`src/hw/rtl/rtfp_pkg.sv`:
```
`timescale 1ns / 1ps
// ----------------------------------------------------------------------------
// rtfp_pkg
// shared types and constants of the radar tlv frame parser
// ----------------------------------------------------------------------------
package rtfp_pkg;

  localparam int          MaxPointCountDefault = 256;
  localparam logic [31:0] HeaderBytes          = 32'd40;
  localparam logic [63:0] MagicPattern         = 64'h0201040306050807;
  localparam logic [31:0] UnitBytes            = 32'd20;
  localparam logic [31:0] TlvHeadBytes         = 32'd8;
  localparam logic [31:0] PresenceBytes        = 32'd4;

  localparam logic [2:0] KIND_HEADER   = 3'd0;
  localparam logic [2:0] KIND_UNIT     = 3'd1;
  localparam logic [2:0] KIND_POINT    = 3'd2;
  localparam logic [2:0] KIND_RAW      = 3'd3;
  localparam logic [2:0] KIND_PRESENCE = 3'd4;
  localparam logic [2:0] KIND_HEAD_OVR = 3'd5;
  localparam logic [2:0] KIND_PAY_OVR  = 3'd6;
  localparam logic [2:0] KIND_SHORT    = 3'd7;

  localparam logic [1:0] PH_HUNT    = 2'd0;
  localparam logic [1:0] PH_HEADER  = 2'd1;
  localparam logic [1:0] PH_HEAD    = 2'd2;
  localparam logic [1:0] PH_PAYLOAD = 2'd3;

  localparam logic REG_POINT_CLOUD = 1'b0;
  localparam logic REG_PRESENCE    = 1'b1;

  typedef struct packed {
    logic              frame_done;
    logic signed [15:0] snr;
    logic signed [15:0] range_steps;
    logic signed [15:0] doppler;
    logic signed [7:0]  azimuth;
    logic signed [7:0]  elevation;
    logic [31:0]        word;
    logic [31:0]        item_index;
    logic [31:0]        tlv_type;
    logic [31:0]        frame_number;
    logic [2:0]         kind;
  } result_t;

endpackage

```
`src/hw/rtl/radar_tlv_frame_parser_unit.sv`:
```
`timescale 1ns / 1ps
// ----------------------------------------------------------------------------
// radar_tlv_frame_parser_unit
// byte stream parser: magic word hunt, header words, tlv decoding
// ----------------------------------------------------------------------------
// output: results are registered; each appears in the cycle after the byte that causes it is taken
// throughput: one byte per cycle while the output register is empty or m_tready is high,
//   set by the single output register that is refilled in the same cycle it is drained
// reset: synchronous; parser hunts for the magic word, all counters zero,
//   type registers take 1020 and 1021
module radar_tlv_frame_parser_unit #(
  parameter int MAX_POINT_COUNT = rtfp_pkg::MaxPointCountDefault
) (
  input  logic         clk,
  input  logic         rst,
  input  logic         cfg_we,
  input  logic         cfg_index,
  input  logic [31:0]  cfg_data,
  input  logic         s_tvalid,
  output logic         s_tready,
  input  logic [7:0]   s_tdata,   // byte_in
  output logic         m_tvalid,
  input  logic         m_tready,
  output logic [191:0] m_tdata,   // frame_number, tlv_type, item_index, word,
                                  // elevation, azimuth, doppler, range_steps, snr
  output logic         m_tlast,   // frame_done
  output logic [2:0]   m_tuser    // kind
);

  localparam int PW = $clog2(MAX_POINT_COUNT + 1);

  logic [31:0] point_cloud_type, presence_type;
  logic [63:0] magic_window;
  logic [1:0]  phase;
  logic [4:0]  byte_counter;
  logic [31:0] assemble_word, tlvs_left, region_len, region_offset;
  logic [31:0] current_type, current_length, payload_count, frame_id;
  logic [55:0] point_bytes;
  logic [PW-1:0] points_emitted;

  logic [63:0] magic_window_next;
  logic [1:0]  phase_next;
  logic [4:0]  byte_counter_next;
  logic [31:0] assemble_word_next, tlvs_left_next, region_len_next;
  logic [31:0] region_offset_next, current_type_next, current_length_next;
  logic [31:0] payload_count_next, frame_id_next;
  logic [55:0] point_bytes_next;
  logic [PW-1:0] points_emitted_next;

  rtfp_pkg::result_t res, res_q;
  logic have;
  logic out_full;
  logic take;

  assign s_tready = !out_full || m_tready;
  assign take     = s_tvalid && s_tready;

  always_comb begin
    logic [31:0] aw, ro8, fin_off, o;
    logic [32:0] sum;
    logic [2:0]  j;
    logic        is_pc, is_short, fin_last;
    aw = {s_tdata, assemble_word[31:8]};
    ro8 = '0; fin_off = '0; o = '0; sum = '0; j = '0;
    is_pc = 1'b0; is_short = 1'b0; fin_last = 1'b0;
    magic_window_next   = magic_window;
    phase_next          = phase;
    byte_counter_next   = byte_counter;
    assemble_word_next  = assemble_word;
    tlvs_left_next      = tlvs_left;
    region_len_next     = region_len;
    region_offset_next  = region_offset;
    current_type_next   = current_type;
    current_length_next = current_length;
    payload_count_next  = payload_count;
    frame_id_next       = frame_id;
    point_bytes_next    = point_bytes;
    points_emitted_next = points_emitted;
    have = 1'b0;
    res  = '0;
    res.frame_number = frame_id;
    unique case (phase)
      rtfp_pkg::PH_HUNT: begin
        magic_window_next = {magic_window[55:0], s_tdata};
        if (magic_window_next == rtfp_pkg::MagicPattern) begin
          magic_window_next  = '0;
          phase_next         = rtfp_pkg::PH_HEADER;
          byte_counter_next  = '0;
          assemble_word_next = '0;
          frame_id_next      = '0;
          current_type_next  = '0;
        end
      end
      rtfp_pkg::PH_HEADER: begin
        assemble_word_next = aw;
        byte_counter_next  = byte_counter + 5'd1;
        if (byte_counter[1:0] == 2'd3) begin
          have = 1'b1;
          res.kind = rtfp_pkg::KIND_HEADER;
          res.item_index = {29'd0, byte_counter[4:2]};
          res.word = aw;
          if (byte_counter[4:2] == 3'd1)
            region_len_next = (aw > rtfp_pkg::HeaderBytes) ?
                              aw - rtfp_pkg::HeaderBytes : '0;
          if (byte_counter[4:2] == 3'd3) begin
            frame_id_next = aw;
            res.frame_number = aw;
          end
          if (byte_counter[4:2] == 3'd6) tlvs_left_next = aw;
          if (byte_counter[4:2] == 3'd7) begin
            region_offset_next = '0;
            byte_counter_next  = '0;
            if (tlvs_left == '0) begin
              phase_next = rtfp_pkg::PH_HUNT;
              res.frame_done = 1'b1;
            end else begin
              phase_next = rtfp_pkg::PH_HEAD;
            end
          end
        end
      end
      rtfp_pkg::PH_HEAD: begin
        sum = {1'b0, region_offset} + {1'b0, rtfp_pkg::TlvHeadBytes};
        if (byte_counter[2:0] == 3'd0 && sum > {1'b0, region_len}) begin
          phase_next = rtfp_pkg::PH_HUNT;
          have = 1'b1;
          res.kind = rtfp_pkg::KIND_HEAD_OVR;
          res.item_index = region_offset;
          res.frame_done = 1'b1;
        end else begin
          assemble_word_next = aw;
          byte_counter_next  = {2'd0, byte_counter[2:0] + 3'd1};
          if (byte_counter[2:0] == 3'd3) current_type_next = aw;
          if (byte_counter[2:0] == 3'd7) begin
            current_length_next = aw;
            ro8 = sum[31:0];
            region_offset_next = ro8;
            sum = {1'b0, ro8} + {1'b0, aw};
            if (sum > {1'b0, region_len}) begin
              phase_next = rtfp_pkg::PH_HUNT;
              have = 1'b1;
              res.kind = rtfp_pkg::KIND_PAY_OVR;
              res.tlv_type = current_type;
              res.item_index = ro8;
              res.word = aw;
              res.frame_done = 1'b1;
            end else begin
              payload_count_next  = '0;
              points_emitted_next = '0;
              point_bytes_next    = '0;
              is_short = (current_type == point_cloud_type) && (aw < rtfp_pkg::UnitBytes);
              res.kind = rtfp_pkg::KIND_SHORT;
              res.tlv_type = current_type;
              res.word = aw;
              have = is_short;
              if (aw == '0) begin
                region_offset_next = ro8;
                tlvs_left_next = tlvs_left - 32'd1;
                if (tlvs_left == 32'd1) begin
                  phase_next = rtfp_pkg::PH_HUNT;
                  res.frame_done = 1'b1;
                end else begin
                  phase_next = rtfp_pkg::PH_HEAD;
                  byte_counter_next = '0;
                end
              end else begin
                phase_next = rtfp_pkg::PH_PAYLOAD;
              end
            end
          end
        end
      end
      default: begin
        o = payload_count;
        payload_count_next = o + 32'd1;
        res.tlv_type = current_type;
        is_pc = current_type == point_cloud_type;
        if (is_pc) begin
          if (current_length >= rtfp_pkg::UnitBytes) begin
            if (o < rtfp_pkg::UnitBytes) begin
              assemble_word_next = aw;
              if (o[1:0] == 2'd3) begin
                have = 1'b1;
                res.kind = rtfp_pkg::KIND_UNIT;
                res.item_index = {2'd0, o[31:2]};
                res.word = aw;
              end
            end else begin
              fin_off = o - rtfp_pkg::UnitBytes;
              j = fin_off[2:0];
              if (j != 3'd7) begin
                for (int i = 0; i < 7; i++)
                  if (j == 3'(i)) point_bytes_next[8*i +: 8] = s_tdata;
              end else if (32'(points_emitted) < 32'(MAX_POINT_COUNT)) begin
                have = 1'b1;
                res.kind = rtfp_pkg::KIND_POINT;
                res.item_index = 32'(points_emitted);
                points_emitted_next = points_emitted + PW'(1);
                res.elevation   = point_bytes[7:0];
                res.azimuth     = point_bytes[15:8];
                res.doppler     = point_bytes[31:16];
                res.range_steps = point_bytes[47:32];
                res.snr         = {s_tdata, point_bytes[55:48]};
              end
            end
          end
        end else if (current_type == presence_type) begin
          if (o < rtfp_pkg::PresenceBytes) begin
            assemble_word_next = aw;
            if (o == 32'd3 && current_length >= rtfp_pkg::PresenceBytes) begin
              have = 1'b1;
              res.kind = rtfp_pkg::KIND_PRESENCE;
              res.item_index = o;
              res.word = aw;
            end
          end
        end else begin
          have = 1'b1;
          res.kind = rtfp_pkg::KIND_RAW;
          res.item_index = o;
          res.word = {24'd0, s_tdata};
        end
        if (payload_count_next == current_length) begin
          region_offset_next = region_offset + current_length;
          tlvs_left_next = tlvs_left - 32'd1;
          fin_last = tlvs_left == 32'd1;
          if (fin_last) begin
            phase_next = rtfp_pkg::PH_HUNT;
            res.frame_done = 1'b1;
          end else begin
            phase_next = rtfp_pkg::PH_HEAD;
            byte_counter_next = '0;
          end
        end
      end
    endcase
  end

  always_ff @(posedge clk) begin
    if (rst) begin
      point_cloud_type <= 32'd1020;
      presence_type    <= 32'd1021;
      magic_window     <= '0;
      phase            <= rtfp_pkg::PH_HUNT;
      byte_counter     <= '0;
      assemble_word    <= '0;
      tlvs_left        <= '0;
      region_len       <= '0;
      region_offset    <= '0;
      current_type     <= '0;
      current_length   <= '0;
      payload_count    <= '0;
      frame_id         <= '0;
      point_bytes      <= '0;
      points_emitted   <= '0;
      out_full         <= 1'b0;
    end else begin
      if (cfg_we) begin
        if (cfg_index == rtfp_pkg::REG_POINT_CLOUD) point_cloud_type <= cfg_data;
        if (cfg_index == rtfp_pkg::REG_PRESENCE)    presence_type    <= cfg_data;
      end
      if (take) begin
        magic_window   <= magic_window_next;
        phase          <= phase_next;
        byte_counter   <= byte_counter_next;
        assemble_word  <= assemble_word_next;
        tlvs_left      <= tlvs_left_next;
        region_len     <= region_len_next;
        region_offset  <= region_offset_next;
        current_type   <= current_type_next;
        current_length <= current_length_next;
        payload_count  <= payload_count_next;
        frame_id       <= frame_id_next;
        point_bytes    <= point_bytes_next;
        points_emitted <= points_emitted_next;
        out_full       <= have;
      end else if (m_tready) begin
        out_full <= 1'b0;
      end
    end
  end

  always_ff @(posedge clk) begin
    if (take && have) res_q <= res;
  end

  assign m_tvalid = out_full;
  assign m_tuser  = res_q.kind;
  assign m_tlast  = res_q.frame_done;
  assign m_tdata  = {res_q.snr, res_q.range_steps, res_q.doppler, res_q.azimuth,
                     res_q.elevation, res_q.word, res_q.item_index, res_q.tlv_type,
                     res_q.frame_number};

endmodule
```
`config.mk`:
```
export PLATFORM = sky130hd
export DESIGN_NAME = radar_tlv_frame_parser_unit
export DESIGN_NICKNAME = d
export VERILOG_FILES = /design/src/hw/rtl/rtfp_pkg.sv /design/src/hw/rtl/radar_tlv_frame_parser_unit.sv
export SDC_FILE = /design/constraint.sdc
export NUM_CORES = 2
export LEC_CHECK = 0
export BUFFER_PORTS_ARGS = -buffer_cell sky130_fd_sc_hd__buf_2
export CELL_PAD_IN_SITES_DETAIL_PLACEMENT = 1
export CELL_PAD_IN_SITES_GLOBAL_PLACEMENT = 1
export CORE_MARGIN = 2
export CORE_UTILIZATION = 30
export CTS_BUF_LIST = sky130_fd_sc_hd__clkbuf_8
export DETAILED_ROUTE_END_ITERATION = 6
export GPL_TIMING_DRIVEN = 0
export HOLD_SLACK_MARGIN = 0.15
export PLACE_DENSITY_LB_ADDON = 0.08
export SLEW_MARGIN = 20
export SYNTH_ARGS = -nofsm -noshare
export SYNTH_HDL_FRONTEND = slang
export SYNTH_SLANG_ARGS = --single-unit
```
`constraint.sdc`:
```
create_clock -name clk -period 13.4 [get_ports clk]
set_clock_uncertainty 0.1 [all_clocks]
set_input_delay 3.35 -clock clk [delete_from_list [all_inputs] [get_ports clk]]
set_output_delay 3.35 -clock clk [all_outputs]
set_load 0.02 [all_outputs]
```
; After elaboration in Yosys (flattened, before gate mapping)
; Cells that the tools add are included.
; W data, S select, Z words.
[totals]
reg_bits = 645
wordCells = 289
[classes]
add_sub_neg = 10
magnitude_cmp = 9
n_eq_ne = 38
muxes = 139
n_bitwise = 7
n_reduce_logical = 53
[op_table]
columns = cell, n
row1 = $mux W32, 34
row2 = $mux W56, 8
row3 = $mux W64, 7
row4 = $pmux W32 S3, 3
row5 = $pmux W32 S2, 4
row6 = $pmux W64 S3, 1
row7 = $pmux W56 S2, 1
row8 = $eq A32 B32 Y1, 3
row9 = $mux W96, 1
row10 = $mux W9, 10
row11 = $reduce_and A10 Y1, 8
row12 = $gt A33 B32 Y1, 2
row13 = $eq A64 B58 Y1 const B, 1
row14 = $logic_not A32 Y1, 2
row15 = $lt A32 B5 Y1 const B, 2
row16 = $mux W8, 7
row17 = $mux W3, 12
row18 = $mux W35, 1
row19 = $add A32 B32 Y33, 1
row20 = $add A32 B4 Y33 const B, 1
row21 = $add A32 B1 Y32 const B, 1
row22 = $add A32 B32 Y32, 1
row23 = $eq A32 B1 Y1 const B, 1
row24 = $eq A32 B2 Y1 const B, 1
row25 = other kinds (47), 143

; Logic depth before layout (Yosys ltp)
[logic_depth]
depth_word = 8
ltp_mapped = 32

; Least setup slack after synthesis
; No wires, ideal clock.
[synth_timing]
path_type = input-to-reg
from = in s_tdata[2]
to = reg res_q, in the netlist m_tdata[0] (enable)
arrival_ns = 10.958
slack_ns = 1.760
stages = 17
path_buffers = 2
path_cell_list = ha_1 -> clkbuf_1 -> nand2_1 -> o41ai_1 -> a311oi_1 -> xnor2_1 -> ha_1 -> and3_1 -> and2_1 -> a41o_1 -> a31oi_1 -> o21ai_0 -> o2111ai_1 -> clkbuf_1 -> a21oi_1 -> o221ai_1 -> and3_1
[synth_between]
elab_chain_cells = 7
word_cells_on_any_way = 9
classes_between = 1 x add/sub / 2 x order compare / 4 x mux / 2 x reduce/logical
[synth_lines]
columns = element, line
row1 = from (decl), radar_tlv_frame_parser_unit.sv:21  ; input logic [7:0] s_tdata,
row2 = $add A32 B32 Y33 or $lt A32 B5 Y1 (tied branches), "radar_tlv_frame_parser_unit.sv:138, radar_tlv_frame_parser_unit.sv:151"
row3 = $gt A33 B32 Y1 or $logic_and A1 B1 Y1 (tied branches), "radar_tlv_frame_parser_unit.sv:139, radar_tlv_frame_parser_unit.sv:151"
row4 = $mux W1 *, radar_tlv_frame_parser_unit.sv:139  ; if (sum > {1'b0, region_len}) begin
row5 = $mux W1 *, radar_tlv_frame_parser_unit.sv:134  ; if (byte_counter[2:0] == 3'd7) begin
row6 = $mux W1 *, radar_tlv_frame_parser_unit.sv:124  ; if (byte_counter[2:0] == 3'd0 && sum > {1'b0, region_len}) begin
row7 = $pmux W1 S3 *, radar_tlv_frame_parser_unit.sv:82  ; unique case (phase)
row8 = $logic_and A1 B1 Y1 *, radar_tlv_frame_parser_unit.sv:284  ; if (take && have) res_q <= res;
row9 = to (signal assigned), radar_tlv_frame_parser_unit.sv:284
row10 = to (decl), radar_tlv_frame_parser_unit.sv:50  ; rtfp_pkg::result_t res, res_q;
; Every way passes the cells marked *; elsewhere a longest branch is shown, timed or not.
; A chain may end at the register's enable or synchronous reset.

; Final worst setup path
[layout_timing]
from = reg region_offset[5]
to = reg res_q, in the netlist m_tdata[106] (enable)
[layout_between]
elab_chain_cells = 8
word_cells_on_any_way = 10
classes_between = 2 x add/sub / 2 x order compare / 4 x mux / 2 x reduce/logical
[layout_lines]
columns = element, line
row1 = from (decl), radar_tlv_frame_parser_unit.sv:36  ; logic [31:0] assemble_word, tlvs_left, region_len, region_offset;
row2 = from (signal assigned), radar_tlv_frame_parser_unit.sv:269  ; region_offset <= region_offset_next;
row3 = $add A32 B4 Y33 *, radar_tlv_frame_parser_unit.sv:123  ; sum = {1'b0, region_offset} + {1'b0, rtfp_pkg::TlvHeadBytes};
row4 = $add A32 B32 Y33, radar_tlv_frame_parser_unit.sv:138  ; sum = {1'b0, ro8} + {1'b0, aw};
row5 = $gt A33 B32 Y1, radar_tlv_frame_parser_unit.sv:139
row6 = $mux W1, radar_tlv_frame_parser_unit.sv:139
row7 = $mux W1, radar_tlv_frame_parser_unit.sv:134
row8 = $mux W1 *, radar_tlv_frame_parser_unit.sv:124
row9 = $pmux W1 S3 *, radar_tlv_frame_parser_unit.sv:82
row10 = $logic_and A1 B1 Y1 *, radar_tlv_frame_parser_unit.sv:284
; Marked as above.

==> impl_results.md <==
- Synth cell types: 94
- Yosys Warn Count: 0
- DRT Pass-1 Iters: 5
- Via count: 31300
- Hold path depth: 2
- Worst-margin pin slew: 1.18 ns
- Post-Syn Area: 34200 µm²
- Area after DPL: 37500 µm²
- Commonest cells after routing, fill and taps aside: nand2_1 (524), dfxtp_1 (441), a21oi_1 (342)
- Avg Cell Area, Syn: 8.89 µm²
- Hold-fix buffers, CTS: 0
- Share of cells above drive strength 1: 13.1%
- Post-synthesis register bit count: 637
- Fin. Hold Viols: 0
- RSZ-0062 raised after global routing: no
- Leakage: 15.9 nW
- Num rows: 123
- Seq. cell area: 14700 µm²
- Crit path launch type: flop
- Number of buffers created by CTS: 130
- Die height: 342 µm
- Post-synth EDFFs: 196
- GRT Util Overall: 26.3%
- Switch Pwr: 1.09 mW
- # DRC: 0
- Cell taking the most area after synthesis: dfxtp_1
- H-tree depth: 4
- Setup crit end kind: flop
- Final period utilization: 71.0%
- Fill cell count: 13300
- First-pass GRT wire length: 225000 µm
- Hold Slack: 0.356 ns
- Slew margin rel.: 21.3%
- Worst Hold End: magic_window[49]
- CP arrival: 9.90 ns
- Setup_tns: 0 ns
- Tmin final: 9.52 ns
- Switching share of power: 25.9%
- DR iter-0 viols: 2050
- TritonCTS clock tree: built
- Status: finished, final reports clean
- Synth top area share: 25.8%
- FF-to-FF End: m_tdata[106]
- Core area: 113000 µm²
- Post-CTS resize count: 0
- Max Cap Viol: 0
- Max Fclk: 105 MHz
- Post-Syn Instances: 3850
- Peak VDD IR: 0.0665 mV
- Final-report setup violation count: 0
- CP Data Required Time: 13.78 ns
- Clk_lat worst skew: 0.83 ns
- Design Area, Final: 40100 µm²
- Number of nets in the layout: 4434
- Clock Tree Root: clkbuf_8
- Synth Flop Type: dfxtp_1
- Combinational power share: 3.6%
- Count of pins over their slew limit: 0
- RR Startpoint: region_offset[5]
- Mapped Nets: 4052
- Post-DP HPWL: 119000 µm
- Starting density of the core: 30.4%
- Total gr overflow: 0
- Drt via density: 5.36
- Post-synth ARST share: 0%
- R2r worst-path depth: 27
- Vias in the first global route: 31600
- Clock transition at the registers of the reported paths: 0.05 ns
- Most common cell after layout, fill and taps aside: nand2_1
- Final wirelength: 156000 µm
- Top area cells in the synthesized netlist: dfxtp_1 (26%), edfxtp_1 (17%), nand2_1 (5.7%), ha_1 (5.6%), a21oi_1 (5.0%)
- Seq/Total Area, Yosys: 43.0%
- Initial antenna violation count: 7
- Area Growth Syn to Fin: 17.0%
- Int Power: 3.10 mW
- R2R setup slack: 3.88 ns
- Area of the multi-input gates: 18100 µm²
- Routed len/inst: 26.8 µm
- WS Path Type: flop to flop
- Antenna Violating Nets Remaining: 0
- Critical path peak fanout: 53
- PortBufs: 242
- Power Density: 105 nW/µm²
- Max clock buf depth: 3
- Die width: 342 µm
- Hold_sp: magic_window[49]
- Die area: 117000 µm²
- CTS Sinks: 637
- Power Total: 4.19 mW
- Part of the power in the clock network: 48.7%
- Largest net degree at the start of global routing: 54
- Hold Path Class: flop to flop
- GPL Wtd Cong: 0.882
- Seq pwr share: 47.7%
- Post-CTS Setup Bufs: 0
- # IOs: 244
==> power groups by stage <==
stage / clock network, mW / registers (mW) / logic, mW
after floorplan: 0 / 2.04 / 0.0720
after global placement: 0 / 2.04 / 0.147
after detailed placement: 0 / 2.04 / 0.148
after CTS: 2.09 / 2.00 / 0.149
after global routing: 2.18 / 2.00 / 0.159
final: 2.04 / 2.00 / 0.149
==> area by class of cell <==
type | instances | area share (%)
multi-input combinational | 2847 | 45.2
clock inverter | 83 | 1.24
inverter | 87 | 0.815
tap | 1500 | 4.68
clock buffer | 148 | 5.08
buffer | 279 | 2.85
timing repair buffer | 250 | 3.36
antenna | 6 | 0.0375
sequential | 637 | 36.7
==> sequential cells by signal, summed over array words and instances (netlist names), 32 cells and up <==
name	flops
frame_id	32
m_tdata	192
region_offset	32
point_cloud_type	32
point_bytes	56
tlvs_left	32
magic_window	56
region_len	32
payload_count	32
current_length	32
current_type	32
presence_type	32
==> synthesized netlist by cell type, types with 16 or more instances <==
master,count
nand3b_1,27
a31oi_1,26
edfxtp_1,196
inv_1,84
nor4_1,60
mux2_2,34
buf_2,22
a21o_1,41
o21ai_1,24
and3_1,96
a22oi_1,82
a21oi_1,342
nor2_1,264
dfxtp_1,441
nand3_1,80
clkbuf_1,232
nor2b_1,44
and2_1,49
buf_1,16
or3_1,18
nor3_1,55
o21ai_0,153
nand2b_1,61
ha_1,154
xnor2_1,132
o2111ai_1,36
nand2_1,524
xor2_1,103
o31ai_1,20
mux2i_1,114
nand4_1,82
==> how the worst max path moves through the flow <==
stage | cells past startpoint | to | slack (ns) | start
2_1_floorplan | 17 | m_tdata[0] | 1.76 | s_tdata[2]
4_1_cts | 28 | m_tdata[47] | 3.93 | region_offset[5]
3_5_place_dp | 20 | m_tdata[115] | 3.65 | s_tdata[2]
3_3_place_gp | 22 | m_tdata[2] | -2.85 | region_offset[4]
5_1_grt | 27 | m_tdata[122] | 3.27 | region_offset[5]
6_report | 27 | m_tdata[106] | 3.88 | region_offset[5]
==> critical path, stage by stage (launching register included) <==
cell and delay, ns:
dfxtp_1 0.34, clkbuf_1 0.30, nand3_1 0.15, xor2_1 0.45, inv_1 0.17, ha_1 0.31
clkbuf_1 0.26, and4_1 0.26, nor3b_1 0.28, nor4_1 0.10, o21ai_0 0.64, a21oi_1 0.31
o21ba_2 0.32, o41ai_1 0.83, o311ai_0 0.43, ha_1 0.39, and3_1 0.16, and2_1 0.15
a41o_1 0.22, a31oi_1 0.17, o21ai_0 0.15, o2111ai_1 0.35, clkbuf_1 0.55, a21oi_1 0.21
o221ai_1 0.34, and3_4 0.56, buf_16 0.29, buf_16 0.30
==> through the flow <==
stage               cells  worst slack, ns  utilization [%]
global placement     5592            -2.85             33.1
floorplan            3850             1.76                -
detailed placement   5600             3.65             33.3
CTS                  5831             3.93             35.5
global route         5832             3.27             35.5
finish               5837             3.88             35.5
==> metal layers <==
metal	wire (µm)	track usage, %	vias to the layer above
met3	6850	3.58	173
met5	13	0	-
li1	-	-	14600
met4	2840	6.14	2
met1	75500	37.6	15800
met2	71000	41.7	708
==> cells by family (layout without fill, tap and decap cells) <==
family                   count (synthesis)  after routing  share of synthesized area, %
AND/OR/NAND/NOR                       1433           1433                          20.7
AO/OA/AOI/OAI                          875            875                          15.9
XOR/XNOR                               235            235                          6.01
buffers and inverters                  366            847                          4.21
other                                    0              6                             0
adder cells (fa/ha/maj)                156            156                          5.74
flip-flops                             637            637                          43.0
multiplexers                           148            148                          4.45
No activity file was read; power rests on OpenSTA's default activity.
